<file path="src/sv/sigma_clipped_background_estimate_unit_macros.svh">
// assertion macros for the sigma clipped background estimate unit
`ifndef SIGMA_CLIPPED_BACKGROUND_ESTIMATE_UNIT_MACROS_SVH
`define SIGMA_CLIPPED_BACKGROUND_ESTIMATE_UNIT_MACROS_SVH
`ifndef NO_ASSERTIONS
`define SCBE_ASSERT(lbl, clk, rst, cond) \
  lbl: assert property (@(posedge clk) disable iff (rst) (cond)) else $error("lbl failed");
`define SCBE_ASSERT_IMPL(lbl, clk, rst, ante, cons) \
  lbl: assert property (@(posedge clk) disable iff (rst) (ante) |-> (cons)) \
    else $error("lbl failed");
`else
`define SCBE_ASSERT(lbl, clk, rst, cond)
`define SCBE_ASSERT_IMPL(lbl, clk, rst, ante, cons)
`endif
`endif

</file>
<file path="src/sv/scbe_div.sv">
// restoring divider, one quotient bit per cycle
`default_nettype none
module scbe_div #(
  parameter int N = 64,
  parameter int D = 17
) (
  input  wire logic         clk,
  input  wire logic         rst,
  input  wire logic         start,
  input  wire logic [N-1:0] dividend,
  input  wire logic [D-1:0] divisor,
  output logic              done,
  output logic      [N-1:0] quotient
);
  localparam int CNTW = $clog2(N + 1);
  logic [D-1:0]    rem;
  logic [CNTW-1:0] cnt;
  logic            busy;
  logic [D:0]      rem_shift;
  logic            fits;

  assign rem_shift = {rem, quotient[N-1]};
  assign fits      = rem_shift >= {1'b0, divisor};

  always_ff @(posedge clk) begin
    if (rst) begin
      busy <= 1'b0;
      done <= 1'b0;
      cnt  <= '0;
    end else begin
      done <= 1'b0;
      if (start) begin
        busy <= 1'b1;
        cnt  <= CNTW'(N);
      end else if (busy) begin
        cnt <= cnt - 1'b1;
        if (cnt == CNTW'(1)) begin
          busy <= 1'b0;
          done <= 1'b1;
        end
      end
    end
  end

  always_ff @(posedge clk) begin
    if (start) begin
      quotient <= dividend;
      rem      <= '0;
    end else if (busy) begin
      if (fits) begin
        rem      <= D'(rem_shift - {1'b0, divisor});
        quotient <= {quotient[N-2:0], 1'b1};
      end else begin
        rem      <= rem_shift[D-1:0];
        quotient <= {quotient[N-2:0], 1'b0};
      end
    end
  end
endmodule
`default_nettype wire

</file>
<file path="config.mk">
export PLATFORM = sky130hd
export DESIGN_NAME = scbe_div
export DESIGN_NICKNAME = d
export VERILOG_FILES = /design/src/sv/sigma_clipped_background_estimate_unit_macros.svh /design/src/sv/scbe_div.sv
export SDC_FILE = /design/constraint.sdc
export NUM_CORES = 1
export LEC_CHECK = 0
export ABC_AREA = 1
export BUFFER_PORTS_ARGS = -buffer_cell sky130_fd_sc_hd__clkbuf_2
export CAP_MARGIN = 20
export CORE_MARGIN = 2
export CORE_UTILIZATION = 45
export CTS_CLUSTER_DIAMETER = 200
export CTS_CLUSTER_SIZE = 25
export DETAILED_ROUTE_END_ITERATION = 7
export GPL_ROUTABILITY_DRIVEN = 0
export MAX_ROUTING_LAYER = met4
export PLACE_DENSITY_LB_ADDON = 0.3
export SKIP_LAST_GASP = 1
export SLEW_MARGIN = 5
export SYNTH_ARGS = -nofsm -noshare
export SYNTH_HDL_FRONTEND = slang
export SYNTH_SLANG_ARGS = --single-unit
export TNS_END_PERCENT = 1
</file>
<file path="constraint.sdc">
create_clock -name clk -period 2.84 [get_ports clk]
set_clock_uncertainty 0.2 [all_clocks]
set_input_delay 0.852 -clock clk [delete_from_list [all_inputs] [get_ports clk]]
set_output_delay 0.852 -clock clk [all_outputs]
set_load 0.02 [all_outputs]
</file>
==> summary.txt <==
Outcome
  • Status: complete, no violations

Clocking
  • Sink count of the clock tree: 90
  • Quantity of gates resized following cts: 0
  • CTS HTree Levels: 3
  • Setup Fix Bufs, Post-CTS: 0
  • Hold-fix buffers at CTS: 0
  • Clock latency at the later pin of the worst-skew pair: 0.34 ns
  • Clock tree from TritonCTS: yes
  • Root buffer selected by CTS: clkbuf_16
  • Maximum buffer depth of the clock tree: 2
  • Num CTS Buffers: 9
  • Clock slew at the register clock pins of the worst setup and hold paths: ~0.06 ns

Critical path
  • Slowest cell on the critical path: fa_1
  • Maximum fanout along the worst path: 3
  • Crit-path cells: clkbuf_2 > ha_1 > inv_1 > fa_1 > nand2_1 > nand2_1 > nand3_1 > nand2_1 > nand2_1 > nand3b_1 > nand2_1 > nand2_1 > nand3_1 > nand2_1
  • Worst setup path category: in -> reg
  • Arr. time, crit path: around 2.5 ns
  • Required time of the critical path: between 2 and 3 ns
  • Sort of element at the end of the critical path: flop
  • Setup crit start kind: input port
  • Peak per-stage delay on the critical path: between 0.4 and 0.5 ns
  • Top cell by count, worst path: nand2_1

Die
  • Site row count: 38
  • Horiz. Die Dim: between 100 and 150 um
  • Core outline area: between 0.01 and 0.015 sq mm
  • Number of ports placed on the die boundary: 149
  • Effective utilization at floorplan: 0.465
  • Die area: around 0.012 sq mm
  • Die Y-Extent: 110 um

Power
  • Combinational group share of total power: 0.174
  • Switching pwr: 961 uW
  • PD cells: about 520 mW/mm^2
  • Sw Share: 0.291
  • Internal Dissipation: approximately 2.3 mW
  • Clock power share: 0.340
  • Sequential Power Share: 0.486
  • Max IR drop VDD: 456 uV
  • Leakage: about 3.4 nW

Global routing
  • Grt total ovfl: 0
  • Maximum number of pins on one net before global-route repair: 50
  • Vias in the first global route: 4385
  • Wire length of the first global-routing pass: about 20000 um
  • Antenna violations before repair: 0
  • GRT Util Overall: 0.219

STA
  • Final setup vio count: 0
  • TNS Setup: 0 ns
  • RSZ-0062 raised after global routing: no
  • Tmin final: 2.45 ns
  • Number of hold violations in the final report: 0
  • Crit share post-route: 0.863
  • Worst hold margin: approximately 0.28 ns
  • Number of pins exceeding their max-slew limit in the final report: 0
  • Fmax: 0.408 GHz
  • Measured slew at the worst slew-check pin: ~0.41 ns
  • Max_slew headroom: 0.724

Layout
  • Layout area overhead: 24.0%
  • Ant diodes: 0
  • Fin nets: just over 900
  • Commonest non-fill, non-tap cell in the layout: nand2_1
  • Most frequent cells in the layout: 321 x nand2_1, 148 x clkbuf_2, 81 x inv_1
  • Share of layout cells above drive strength 1: 0.233

Route
  • Routed wire length: roughly 12000 um
  • DR DRC count: 0
  • Violation count after the first detailed-route iteration: around 250
  • Post-detailed-route wirelength per cell: 12.9 um
  • DR pass1 iterations: 4
  • Total number of vias: around 4700
  • Post-DR vias/cell: between 4 and 5
  • Antenna viol nets, final: 0

Placement
  • Total of buffers placed on input and output ports: 148
  • Placed wire-length estimate: approximately 9500 um

Synthesis
  • Post-synthesis area per instance: 7.60 sq um
  • Number of enable-type register cells in the synthesized netlist: 64
  • Netlist cell types: 29
  • Yosys Warn Count: 0
  • Largest family of logic cells by synthesized area: simple AND/OR/NAND/NOR gates
  • Syn Nets: approximately 770
  • Arithmetic-cell share of the synthesized area counting full adders, half adders and majority gates: 0.0507
  • Number of flip-flops and latches in the synthesized netlist: 90
  • Simple-gate share of the synthesized area: 0.328
  • Fraction of synthesized cell area in xor and xnor cells: 0.0155
  • Async set or reset register ratio after synthesis: 0
  • Netlist area before placement: approximately 0.005 sq mm
  • Fraction of synthesized area in multiplexers: 0
  • Fraction of the yosys area taken by sequential cells: 0.480
  • Fraction of the mapped netlist area in compound gates: 0.0384
  • Cells after Synth: between 600 and 700
  • Main flop type after synthesis: edfxtp_1

Run
  • Count of max-cap constraint violations: 0

Min path
  • HP Class: reg -> reg
==> state kept, by name (all words and copies together), names as in the netlist <==
signal and flops:
quotient 64, done 1, busy 1, rem 17, cnt 7
==> final cells by class <==
| type | count | area, sq um |
|---|---|---|
| Clock buffer | 9 | 225 |
| Sequential cell | 90 | 2440 |
| Inverter | 85 | 323 |
| Fill cell | 1066 | 4630 |
| Multi-Input combinational cell | 474 | 2200 |
| Clock inverter | 7 | 53.8 |
| Timing Repair Buffer | 162 | 883 |
| Tap cell | 140 | 175 |
==> synth_stat cells, types with 2 or more instances <==
library cell	n	area (sq um)
nand2_1	321	1200
inv_1	83	312
edfxtp_1	64	1920
nand3_1	37	185
dfxtp_1	26	521
nor2_1	20	75.1
a21oi_1	19	95.1
ha_1	19	238
o21ai_0	12	60.1
clkbuf_1	11	41.3
nand3b_1	9	67.6
nor3_1	7	35.0
buf_6	5	56.3
xnor2_1	5	43.8
nand2_2	4	25.0
xor2_1	4	35.0
buf_1	3	11.3
nand3_2	3	30.0
nand4_1	3	18.8
nor2_2	3	18.8
inv_2	2	7.51
o21ai_1	2	10.0
==> power groups by stage <==
stage	clock (mW)	combinational [mW]	sequential (mW)
final	1.12	0.574	1.61
after global routing	1.21	0.632	1.62
after floorplan	0	0.223	1.74
after detailed placement	0	0.579	1.63
after CTS	1.16	0.579	1.61
after global placement	0	0.569	1.63
==> metrics by stage <==
step / utilization / instances / worst slack (ns) / total power [mW] / area, sq um
after floorplan: - / 669 / 0.0297 / 1.97 / 5090
after global placement: 0.551 / 951 / 0.0817 / 2.20 / 6020
after detailed placement: 0.551 / 951 / 0.0637 / 2.21 / 6020
after CTS: 0.576 / 967 / 0.414 / 3.34 / 6300
after global routing: 0.576 / 967 / 0.188 / 3.46 / 6300
final: 0.576 / 967 / 0.389 / 3.30 / 6300
==> worst paths after layout <==
check	start	to	slack, ns	cells after the start
worst max-delay path	divisor[0]	rem[12]$_SDFFE_PP0P_	0.39	14
worst min-delay path	rem[13]$_SDFFE_PP0P_	rem[13]$_SDFFE_PP0P_	0.28	2
worst max register to register	quotient[63]$_DFFE_PP_	rem[12]$_SDFFE_PP0P_	0.45	14
worst min register to register	rem[13]$_SDFFE_PP0P_	rem[13]$_SDFFE_PP0P_	0.28	2
==> critical path, delay by kind of cell <==
| kind | cells | cell delay, ns |
|---|---|---|
| fa+ha+maj | 2 | 0.60 |
| buf+inv | 2 | 0.18 |
| simple gates | 10 | 0.86 |
==> cell families (layout without fill, tap and decap cells) <==
kind of cell,Yosys count,after routing
adders and majority gates,20,20
xor gates and xnor gates,9,9
and+or+nand+nor,408,408
DFF,90,90
AOI/OAI and AO/OA,37,37
buffers and inverters,105,263
==> layer usage <==
| layer | vias up | global-route usage | part of all wire |
|---|---|---|---|
| li1 | 2417 | - | - |
| met1 | 2104 | 0.275 | 0.45 |
| met2 | 130 | 0.356 | 0.49 |
| met3 | 8 | 0.0476 | 0.051 |
| met4 | 0 | 0.0661 | 0.0078 |
| met5 | - | - | 0 |
Note: power is estimated with default switching activity, not from simulation.
