$ cat src/sv/sigma_clipped_background_estimate_unit_macros.svh
// assertion macros for the sigma clipped background estimate unit
`ifndef SIGMA_CLIPPED_BACKGROUND_ESTIMATE_UNIT_MACROS_SVH
`define SIGMA_CLIPPED_BACKGROUND_ESTIMATE_UNIT_MACROS_SVH
`ifndef NO_ASSERTIONS
`define SCBE_ASSERT(lbl, clk, rst, cond) \
  lbl: assert property (@(posedge clk) disable iff (rst) (cond)) else $error("lbl failed");
`define SCBE_ASSERT_IMPL(lbl, clk, rst, ante, cons) \
  lbl: assert property (@(posedge clk) disable iff (rst) (ante) |-> (cons)) \
    else $error("lbl failed");
`else
`define SCBE_ASSERT(lbl, clk, rst, cond)
`define SCBE_ASSERT_IMPL(lbl, clk, rst, ante, cons)
`endif
`endif

$ cat src/sv/scbe_sqrt.sv
// digit by digit integer square root, one root bit per cycle
`default_nettype none
module scbe_sqrt #(
  parameter int W = 24
) (
  input  wire logic           clk,
  input  wire logic           rst,
  input  wire logic           start,
  input  wire logic [2*W-1:0] radicand,
  output logic                done,
  output logic      [W-1:0]   root
);
  localparam int CNTW = $clog2(W + 1);
  logic [2*W-1:0]  rad;
  logic [W+1:0]    rem;
  logic [CNTW-1:0] cnt;
  logic            busy;
  logic [W+1:0]    rem_shift;
  logic [W+1:0]    trial;

  assign rem_shift = {rem[W-1:0], rad[2*W-1:2*W-2]};
  assign trial     = {root, 2'b01};

  always_ff @(posedge clk) begin
    if (rst) begin
      busy <= 1'b0;
      done <= 1'b0;
      cnt  <= '0;
    end else begin
      done <= 1'b0;
      if (start) begin
        busy <= 1'b1;
        cnt  <= CNTW'(W);
      end else if (busy) begin
        cnt <= cnt - 1'b1;
        if (cnt == CNTW'(1)) begin
          busy <= 1'b0;
          done <= 1'b1;
        end
      end
    end
  end

  always_ff @(posedge clk) begin
    if (start) begin
      rad  <= radicand;
      rem  <= '0;
      root <= '0;
    end else if (busy) begin
      rad <= {rad[2*W-3:0], 2'b00};
      if (rem_shift >= trial) begin
        rem  <= rem_shift - trial;
        root <= {root[W-2:0], 1'b1};
      end else begin
        rem  <= rem_shift;
        root <= {root[W-2:0], 1'b0};
      end
    end
  end
endmodule
`default_nettype wire

$ cat config.mk
export PLATFORM = sky130hd
export DESIGN_NAME = scbe_sqrt
export DESIGN_NICKNAME = d
export VERILOG_FILES = /design/src/sv/sigma_clipped_background_estimate_unit_macros.svh /design/src/sv/scbe_sqrt.sv
export SDC_FILE = /design/constraint.sdc
export NUM_CORES = 1
export LEC_CHECK = 0
export BUFFER_PORTS_ARGS = -buffer_cell sky130_fd_sc_hd__buf_2
export CORE_AREA = 2 2 119 121
export DETAILED_ROUTE_END_ITERATION = 7
export DIE_AREA = 0 0 121 123
export SYNTH_ARGS = -nofsm -noshare
export SYNTH_HDL_FRONTEND = slang
export SYNTH_SLANG_ARGS = --single-unit
$ cat constraint.sdc
create_clock -name clk -period 2.7 [get_ports clk]
set_input_delay 0.54 -clock clk [delete_from_list [all_inputs] [get_ports clk]]
set_output_delay 0.54 -clock clk [all_outputs]
set_load 0.02 [all_outputs]
==> results of run 1 <==
flip-flops by register name, indices dropped and copies added (netlist names):
register / cells
done: 1
rem: 24
busy: 1
cnt: 5
root: 24
rad: 48
area by class of cell:
type | count | area (um^2)
clock buffer | 10 | 229
clock inverter | 6 | 58.8
fill | 1281 | 7080
inverter | 33 | 124
multi-input combinational | 373 | 2870
sequential | 103 | 2540
tap | 180 | 225
timing repair buffer | 85 | 482
cell families after synthesis:
logic type,share of synthesized area
buf+inv,0.0466
flops,0.451
simple gates,0.127
mux,0.165
fa+ha+maj,0.0621
xor+xnor,0.0357
compound gates,0.113
what timing repair did:
action / CTS / global route
gates resized for setup: 0 / 13
setup endpoints to repair: 0 / 18
hold buffers: 0 / 0
per-stage QoR:
step	setup WS, ns	total power, mW	utilization	cell area, um^2	std cells
2_1_floorplan	0.297	5.91	-	5640	533
3_3_place_gp	0.212	6.18	0.455	6190	774
3_5_place_dp	0.151	6.25	0.455	6190	774
4_1_cts	0.124	7.55	0.476	6480	790
5_1_grt	0.0106	8.31	0.480	6530	790
6_report	0.210	7.74	0.480	6530	790
power by group:
group	internal, mW	total (mW)	switching [mW]	leakage, nW
clock network	0.651	1.28	0.624	0.139
registers	1.87	2.03	0.152	0.933
logic	2.12	4.44	2.31	1.63
per-layer routing:
layer | up-vias | track usage | part of all wire | wire length (um)
met5 | - | 0 | 0 | 0
met4 | 0 | 0.0589 | 0.018 | 203
met3 | 16 | 0.0470 | 0.051 | 582
met2 | 72 | 0.257 | 0.46 | 5290
met1 | 1953 | 0.202 | 0.47 | 5300
li1 | 2077 | - | - | -
synth_stat cells (all sizes together), types with 2 or more instances:
| cell | number | area (um^2) |
|---|---|---|
| nand4 | 5 | 37.5 |
| o211ai | 4 | 30.0 |
| nand3b | 2 | 15.0 |
| nor3 | 11 | 55.1 |
| xnor2 | 15 | 131 |
| clkbuf | 17 | 63.8 |
| nor4b | 3 | 26.3 |
| o21bai | 3 | 26.3 |
| a311oi | 2 | 23.8 |
| nor2 | 56 | 210 |
| nand2 | 27 | 104 |
| a31oi | 3 | 18.8 |
| edfxtp | 48 | 1440 |
| inv | 33 | 124 |
| or3 | 3 | 18.8 |
| nor2b | 5 | 38.8 |
| o31ai | 2 | 20.0 |
| o21ai | 16 | 83.8 |
| nor3b | 3 | 22.5 |
| and2 | 2 | 12.5 |
| nor4 | 5 | 43.8 |
| mux2i | 41 | 410 |
| a211oi | 13 | 103 |
| buf | 7 | 75.1 |
| ha | 28 | 350 |
| and3 | 5 | 31.3 |
| dfxtp | 55 | 1100 |
| a21oi | 23 | 123 |
| nand2b | 5 | 31.3 |
| a21o | 12 | 90.1 |
| nand3 | 7 | 35.0 |
| o41ai | 2 | 17.5 |
| and4 | 2 | 17.5 |
| mux2 | 46 | 518 |
| xor2 | 8 | 70.1 |
| o21a | 2 | 15.0 |
worst max-delay path by stage:
stage / from / endpoint / depth (start not counted)
after floorplan: root[9] / rem[12] / 13
after global placement: root[5] / rem[9] / 11
after detailed placement: root[5] / rem[11] / 11
after CTS: root[1] / rem[4] / 11
after global routing: root[1] / rem[23] / 10
final: root[17] / rem[0] / 10
==> summary.txt, run 1 <==
Cells and area
  – Share of cells above drive strength 1: 0.279
  – Most frequent cells in the layout: buf_2 (74), nor2_1 (56), dfxtp_1 (54)
  – Commonest non-fill, non-tap cell in the layout: buf_2
  – Number of inserted diodes: 0
  – Nets@finish: 684
  – Area Growth Syn to Fin: 15.8%

STA
  – Final critical-path share of the clock period: 0.922
  – Final setup fails: 0
  – Final hold vios: 0
  – Hold Slack: 0.439 ns
  – Setup TNS: 0 ns
  – Unrepaired setup endpoints after global routing: false
  – Highest Clock Rate: 402 MHz
  – Slew Limit Fails: 0
  – Slew HR: 0.571
  – Worst Max-Slew Pin Slew: 0.642 ns
  – Clk_skew: 0.00565 ns
  – Final min period: 2.49 ns

Clocking
  – Clk sinks: 103
  – H-tree Lvls: 3
  – Clock slew at reported path FFs: 0.07 ns
  – Clk Tree Root Cell: clkbuf_16
  – Setup bufs post-CTS: 0
  – Cts bufs inserted: 9
  – Worst-Skew Late Latency: 0.35 ns
  – CTS Buffer Depth: 2
  – CTS tree: yes

Logic synthesis
  – Yosys Warn Count: 0
  – Async SR Flop Fraction: 0
  – EDFF count, synth: 48
  – Synthesized area: 0.00564 mm^2
  – Mapped Cells: 533
  – Seq/Total Area, Yosys: 0.451
  – Seq cells post-synth: 103
  – Mean area per synthesized cell: 10.6 um^2
  – Synth cell types: 62
  – Main synth FF type: dfxtp_1
  – Syn Nets: 612

Critical path
  – Reg-to-Reg End: rem[0]
  – Critical Path Fanout Max: 18
  – Worst Path Required: 2.97 ns
  – CP max stage cell: ha_1
  – Setup crit start kind: register
  – Crit. End Element: register
  – Bufs and invs on worst path: 2
  – CP delay by family, top: compound AO/OA/AOI/OAI gates
  – R2R cell count: 10
  – Critical path's largest stage delay: 0.41 ns
  – Critical Path, Cell by Cell: inv_1, ha_1, a21oi_2, o21ai_2, nor2_1, o21a_1, a41o_1, buf_12, or3_1, o211ai_1
  – Flop-to-flop setup slack: 0.21 ns
  – Worst r2r src: root[17]
  – Arr. time, crit path: 2.76 ns
  – WS Path Type: register to register

Pwr
  – PwrDens: 1190 mW/mm^2
  – Leak: 2.70 nW
  – Max VDD drop: 933 uV

Routing
  – Post-DR wirelength/cell: 14.4 um
  – Drt first pass iters: 4
  – Total Wirelength: 11400 um
  – Antenna-violating nets left: 0
  – Initial DRC Count: 162
  – Via density: 5.21
  – Vias post-DR: 4118
  – DRC: 0

Global routing
  – Number of global-route vias before repair: 4030
  – Global-route wire length before repair: 19100 um
  – Initial antenna violation count: 1
  – All-Layer GR Usage: 0.159
  – Pin count of the biggest net entering global routing: 49
  – Overflow after GRT: 0

Place
  – # port buffers: 75
  – Hpwl dp: 8110 um
  – Routability cong.: 0.948

Worst hold path
  – Hold EP: cnt[3]
  – Worst Hold Class: input pin to register
  – Hold depth: 2
  – Hold_sp: rst

Die
  – Die W: 121 um
  – Io pins: 76
  – Core ar.: 0.0136 mm^2
  – Die area: 0.0149 mm^2
  – Num rows: 43
  – Initial core utilization: 0.414
  – Die Height: 123 um

Status
  – Status: finished clean

Run
  – Max-cap viol count: 0
Power figures use the tool's default switching activity.
==> run 2: changes to the inputs <==
--- a/config.mk
+++ b/config.mk
@@ -9,6 +9,7 @@
 export CORE_AREA = 2 2 119 121
 export DETAILED_ROUTE_END_ITERATION = 7
 export DIE_AREA = 0 0 121 123
+export MAX_ROUTING_LAYER = met4
 export SYNTH_ARGS = -nofsm -noshare
 export SYNTH_HDL_FRONTEND = slang
 export SYNTH_SLANG_ARGS = --single-unit
==> constraint.sdc (replaced) <==
create_clock -name clk -period 3.1 [get_ports clk]
set_input_delay 0.62 -clock clk [delete_from_list [all_inputs] [get_ports clk]]
set_output_delay 0.62 -clock clk [all_outputs]
set_load 0.02 [all_outputs]
==> run 2 against run 1 <==
Compared with the run above: critical path depth is 1 higher; utilization decreased by 0.37 points; global-route usage grew 0.72 points; clock skew rose by 0.0052 ns; combinational power down 16%; largest power group unchanged; critical path type unchanged.
==> summary.txt, run 2 (synthesized netlist as in run 1, its figures left out) <==
Die
  – Die Height: 123 um (unchanged)
  – Die area: 0.0149 mm^2 (unchanged)
  – Io pins: 76 (unchanged)
  – Num rows: 43 (unchanged)
  – Initial core utilization: 0.414 (unchanged)
  – Core ar.: 0.0136 mm^2 (unchanged)
  – Die W: 121 um (unchanged)

Critical path
  – Setup crit start kind: register
  – Crit. End Element: register
  – Arr. time, crit path: 2.88 ns (+0.12 ns)
  – Worst Path Required: 3.36 ns (+0.39 ns)
  – WS Path Type: register to register
  – Critical Path Fanout Max: 25 (+7)

Global routing
  – Global-route wire length before repair: 19100 um (about the same)
  – All-Layer GR Usage: 0.166 (+0.00715)
  – Pin count of the biggest net entering global routing: 49 (unchanged)
  – Overflow after GRT: 0 (unchanged)
  – Number of global-route vias before repair: 3959 (-1.8%)
  – Initial antenna violation count: 0 (-1)

Routing
  – Vias post-DR: 4085 (-0.80%)
  – Via density: 5.18 (-0.55%)
  – Total Wirelength: 11700 um (+2.5%)
  – Initial DRC Count: 214 (+32%)
  – DRC: 0 (unchanged)
  – Post-DR wirelength/cell: 14.8 um (+2.8%)
  – Antenna-violating nets left: 0 (unchanged)
  – Drt first pass iters: 4 (unchanged)

Cells and area
  – Commonest non-fill, non-tap cell in the layout: buf_2
  – Max reg flops: 48 (unchanged)
  – Core Util, Final: 0.476 (-0.00368)
  – Final instance area: 0.00648 mm^2 (-0.77%)
  – Top flop regs: rad x48, rem x24, root x24
  – Nets@finish: 682 (-0.29%)
  – Layout Cells excl Fill: 788 (-0.25%)
  – Fillers: 1340 (+4.6%)
  – Share of cells above drive strength 1: 0.265 (-0.0139)
  – Biggest register: rad
  – Most frequent cells in the layout: buf_2 (74), nor2_1 (56), dfxtp_1 (54)
  – Number of inserted diodes: 0 (unchanged)
  – Area Growth Syn to Fin: 14.9%

STA
  – Final setup fails: 0 (unchanged)
  – Clk_skew: 0.0108 ns (+0.00519 ns)
  – Unrepaired setup endpoints after global routing: false
  – Slew HR: 0.472 (-0.0988)
  – Setup TNS: 0 ns (unchanged)
  – Highest Clock Rate: 381 MHz (-5.1%)
  – Final critical-path share of the clock period: 0.846 (-0.0761)
  – Slew Limit Fails: 0 (unchanged)
  – Final hold vios: 0 (unchanged)
  – Final min period: 2.62 ns (+0.133 ns)
  – Worst Max-Slew Pin Slew: 0.789 ns (+0.148 ns)

Place
  – Hpwl dp: 8370 um (+3.2%)
  – Placed cell areas: 0.00617 mm^2 (-0.44%)
  – # port buffers: 75 (unchanged)
  – Placed instance count: 772 (-0.26%)
  – Routability cong.: 0.899 (-5.2%)

Pwr
  – Max VDD drop: 707 uV (-24%)
  – Pwr Total: 6.67 mW (-14%)
  – PwrDens: 1030 mW/mm^2 (-13%)
  – Leak: 2.69 nW (-0.23%)

Clocking
  – Post-CTS Resized: 0 (unchanged)
  – Cts bufs inserted: 9 (unchanged)
  – Clk sinks: 103 (unchanged)
  – CTS tree: yes
  – Clk Tree Root Cell: clkbuf_16
  – CTS Buffer Depth: 2 (unchanged)
  – Setup bufs post-CTS: 0 (unchanged)
  – Worst-Skew Late Latency: 0.36 ns (about the same)
  – CTS hold repair buffers: 0 (unchanged)
  – Clock slew at reported path FFs: 0.08 ns (about the same)
  – H-tree Lvls: 3 (unchanged)

Run
  – Max-cap viol count: 0 (unchanged)

Worst hold path
  – Worst Hold Class: register to register

Status
  – Status: finished clean
## run 2: path summary, 6_finish.rpt
path | endpoint | depth (start not counted) | startpoint | slack (ns)
setup / recovery | rem[5] | 11 | root[9] | 0.48
hold reg to reg | rem[22] | 2 | rem[22] | 0.47
hold / removal | rem[22] | 2 | rem[22] | 0.47
setup reg to reg | rem[5] | 11 | root[9] | 0.48
## run 2: layout make-up
| type | count | area [um^2] | share of cell area |
|---|---|---|---|
| Tap cell | 180 | 225 | 0.0347 |
| Clock inverter | 7 | 90.1 | 0.0139 |
| Inverter | 33 | 124 | 0.0191 |
| Timing Repair Buffer | 83 | 438 | 0.0676 |
| Clock buffer | 9 | 225 | 0.0347 |
| Sequential cell | 103 | 2540 | 0.392 |
| Multi-Input combinational cell | 373 | 2840 | 0.437 |
## run 2: metrics by stage
stage | worst slack [ns] | hold slack, ns
after detailed placement | 0.483 | 0.454
final | 0.477 | 0.469
after floorplan | 0.697 | 0.432
after global routing | 0.183 | 0.503
after CTS | 0.472 | 0.465
after global placement | 0.561 | 0.450
## run 2: critical path: stages (launching register included)
cell and delay, ns:
dfxtp_1 0.38, inv_1 0.06, ha_1 0.40, nand4_2 0.16, nor3_1 0.07, a21oi_1 0.21, nand2_2 0.12, o21bai_2 0.18
a41o_1 0.21, buf_4 0.34, mux2i_1 0.13, a211oi_1 0.26
## run 2: layer usage
layer | vias to the layer above | track usage | part of all wire
met5 | - | - | 0
met4 | 0 | 0.0669 | 0.017
met3 | 13 | 0.0309 | 0.033
met2 | 62 | 0.261 | 0.47
met1 | 1943 | 0.213 | 0.48
li1 | 2067 | - | -
## run 2: power breakdown
group	switching, mW	internal, mW
registers	0.132	1.63
logic	2.01	1.70
clock network	0.551	0.646
==> run 3: changes to the inputs <==
--- a/config.mk
+++ b/config.mk
@@ -5,10 +5,11 @@
 export SDC_FILE = /design/constraint.sdc
 export NUM_CORES = 1
 export LEC_CHECK = 0
+export ABC_AREA = 1
 export BUFFER_PORTS_ARGS = -buffer_cell sky130_fd_sc_hd__buf_2
-export CORE_AREA = 2 2 119 121
+export CORE_AREA = 2 2 122 124
 export DETAILED_ROUTE_END_ITERATION = 7
-export DIE_AREA = 0 0 121 123
+export DIE_AREA = 0 0 124 126
 export MAX_ROUTING_LAYER = met4
 export SYNTH_ARGS = -nofsm -noshare
 export SYNTH_HDL_FRONTEND = slang
==> constraint.sdc (replaced) <==
create_clock -name clk -period 2.5 [get_ports clk]
set_input_delay 0.5 -clock clk [delete_from_list [all_inputs] [get_ports clk]]
set_output_delay 0.5 -clock clk [all_outputs]
set_load 0.02 [all_outputs]
==> run 3 against run 2 <==
Compared with the run above: total power grew 11%; routed wire length grew 21%; non-clock buffer count increased by 8; fmax rose by 14%; sequential power rose by 18%; design area up 5.0%; critical path type unchanged; cell count up 35%; hold slack worse by 0.14 ns.
==> summary.txt, run 3 <==
Cells and area
  – Reg area: 0.00254 mm^2 (about the same)
  – Area Growth Syn to Fin: 16.1%
  – Nets@finish: 956 (+40%)
  – Biggest register: rad
  – Number of inserted diodes: 0 (unchanged)
  – Fillers: 1516 (+13%)
  – Commonest non-fill, non-tap cell in the layout: nand2_1
  – Most frequent cells in the layout: nand2_1 (317), inv_1 (97), buf_2 (75)
  – Layout Cells excl Fill: 1066 (+35%)
  – Multi-input combinational cell area: 0.00281 mm^2 (-0.84%)
  – Core Util, Final: 0.476 (-0.000623)
  – Max reg flops: 48 (unchanged)
  – Top flop regs: rad x48, rem x24, root x24
  – Share of cells above drive strength 1: 0.151 (-0.114)

Routing
  – DRC: 0 (unchanged)
  – Antenna-violating nets left: 0 (unchanged)
  – Total Wirelength: 14100 um (+21%)
  – Via density: 4.79 (-7.5%)
  – Post-DR wirelength/cell: 13.2 um (-11%)
  – Drt first pass iters: 4 (unchanged)
  – Initial DRC Count: 348 (+63%)
  – Vias post-DR: 5109 (+25%)

Place
  – Placed instance count: 1050 (+36%)
  – Routability cong.: 0.950 (+5.7%)
  – Hpwl dp: 10600 um (+26%)
  – Pre-CTS setup slack: 0.193 ns (-0.290 ns)
  – # port buffers: 75 (unchanged)

Die
  – Core ar.: 0.0143 mm^2 (+5.2%)
  – Die Height: 126 um (+2.4%)
  – Io pins: 76 (unchanged)
  – Initial core utilization: 0.409 (-0.00494)
  – Die W: 124 um (+2.5%)
  – Num rows: 44 (+2.3%)
  – Die area: 0.0156 mm^2 (+5.0%)

Clocking
  – Worst-Skew Late Latency: 0.36 ns (about the same)
  – Clock slew at reported path FFs: 0.07 ns (about the same)
  – Post-CTS Resized: 0 (unchanged)
  – CTS tree: yes
  – Setup bufs post-CTS: 0 (unchanged)
  – CTS hold repair buffers: 0 (unchanged)
  – Clk sinks: 103 (unchanged)
  – CTS Buffer Depth: 2 (unchanged)
  – Cts bufs inserted: 9 (unchanged)
  – Clk Tree Root Cell: clkbuf_16
  – H-tree Lvls: 3 (unchanged)

Worst hold path
  – Hold_sp: rst
  – Hold EP: cnt[4]
  – Worst Hold Class: input pin to register
  – Hold depth: 2 (unchanged)

Logic synthesis
  – Main synth FF type: dfxtp_1
  – Async SR Flop Fraction: 0 (unchanged)
  – Yosys Warn Count: 0 (unchanged)
  – Dominant cells by area after synthesis: edfxtp_1 (25%), nand2_1 (20%), dfxtp_1 (19%), inv_1 (6.2%), ha_1 (6.0%)
  – Seq cells post-synth: 103 (unchanged)
  – Seq/Total Area, Yosys: 0.434 (-0.0169)
  – Count leader, synth: nand2_1
  – Synth cell types: 41 (-34%)
  – EDFF count, synth: 48 (unchanged)
  – Syn Nets: 879 (+44%)
  – Mean area per synthesized cell: 7.33 um^2 (-31%)
  – Post-synth top cells: nand2_1 (317), inv_1 (97), dfxtp_1 (55)
  – Yosys top cell by area: edfxtp_1
  – Synthesized area: 0.00586 mm^2 (+3.9%)
  – Post-synth top area share: 0.246 (-0.00960)
  – Mapped Cells: 800 (+50%)

STA
  – Slew HR: 0.677 (+0.205)
  – Highest Clock Rate: 434 MHz (+14%)
  – Clk_skew: 0.00614 ns (-0.00471 ns)
  – Worst Max-Slew Pin Slew: 0.485 ns (-0.304 ns)
  – Final min period: 2.31 ns (-0.316 ns)
  – Final hold vios: 0 (unchanged)
  – Slew Limit Fails: 0 (unchanged)
  – Final setup fails: 0 (unchanged)
  – Unrepaired setup endpoints after global routing: false
  – Setup TNS: 0 ns (unchanged)
  – Final critical-path share of the clock period: 0.923 (+0.0765)
  – Fin worst setup slack: 0.193 ns (-0.284 ns)

Critical path
  – Flop-to-flop setup slack: 0.19 ns (-0.28 ns)
  – Arr. time, crit path: 2.57 ns (-0.31 ns)
  – R2R cell count: 14 (+3)
  – Setup crit start kind: register
  – Critical Path, Cell by Cell: inv_1, ha_1, nand2_2, nor2_1, nand2_1, nor2_1, nand2_1, nand3_2, nor2_4, nand2_4, buf_12, or2_1, nand3_1, nand2_1
  – Crit. End Element: register
  – Critical path's largest stage delay: 0.38 ns (-0.02 ns)
  – CP delay by family, top: simple AND/OR/NAND/NOR gates
  – CP max stage cell: ha_1
  – Critical Path Fanout Max: 20 (-20%)
  – CP dominant cell by count: nand2_1
  – Bufs and invs on worst path: 2 (unchanged)
  – Reg-to-Reg End: rem[9]
  – WS Path Type: register to register
  – Worst Path Required: 2.76 ns (-0.60 ns)
  – Worst r2r src: root[15]

Global routing
  – Overflow after GRT: 0 (unchanged)
  – Pin count of the biggest net entering global routing: 40 (-18%)
  – All-Layer GR Usage: 0.196 (+0.0295)
  – Global-route wire length before repair: 23300 um (+22%)
  – Initial antenna violation count: 0 (unchanged)
  – Number of global-route vias before repair: 4865 (+23%)

Run
  – Max-cap viol count: 0 (unchanged)

Pwr
  – Leak: 3.49 nW (+29%)
  – PwrDens: 1090 mW/mm^2 (+5.7%)
  – Pwr Total: 7.40 mW (+11%)
  – Max VDD drop: 708 uV (+0.15%)

Status
  – Status: finished clean
## run 3: changes by cell type after synthesis, moves of 7 or more
cell / delta
o22ai_1: +23
xnor2_1: -8
nor2_1: -7
a21o_1: -10
a211oi_1: -11
mux2_2: -46
nand4_1: +9
mux2i_1: -41
nand3_1: +33
o21ai_0: +7
nand2_1: +291
inv_1: +64
## run 3: where the power goes
group          switching, mW  total [mW]  internal [mW]
clock network          0.679        1.48          0.797
registers              0.106        2.08           1.97
logic                   2.47        3.85           1.38
total                   3.25        7.40           4.15
## run 3: how the worst max path moves through the flow
stage	startpoint	end	slack, ns	depth (start not counted)
floorplan	start	rad[0]	0.35	4
global placement	root[15]	rem[9]	0.16	12
detailed placement	root[15]	rem[9]	0.19	12
CTS	root[15]	rem[9]	0.15	12
global route	root[15]	rem[8]	0.004	13
finish	root[15]	rem[9]	0.19	14
## run 3: logic make-up (layout without fill, tap and decap cells)
family	count (synthesis)	after routing	synth area share
flip-flops	103	103	0.434
buffers and inverters	129	211	0.0865
XOR/XNOR	11	11	0.0164
AO/OA/AOI/OAI	80	80	0.0824
AND/OR/NAND/NOR	449	449	0.321
adder cells (fa/ha/maj)	28	28	0.0598
## run 3: through the flow
stage,instance area [um^2],hold slack [ns]
floorplan,5860,0.430
global placement,6490,0.450
detailed placement,6490,0.453
CTS,6810,0.326
global route,6810,0.330
finish,6810,0.333
## run 3: layer usage
metal / track usage / share of wire / vias to the layer above / routed length (um)
li1: - / - / 2712 / -
met1: 0.265 / 0.48 / 2261 / 6730
met2: 0.288 / 0.45 / 116 / 6370
met3: 0.0530 / 0.056 / 20 / 782
met4: 0.0555 / 0.014 / 0 / 199
met5: - / 0 / - / 0
## run 3: cell type report
type                    count  share of cell area
flip-flops and latches    103               0.374
inverters                 104              0.0574
clock inverters             7              0.0127
well taps                 184              0.0338
multi-input cells         568               0.413
clock buffers               9              0.0331
repair buffers             91              0.0765
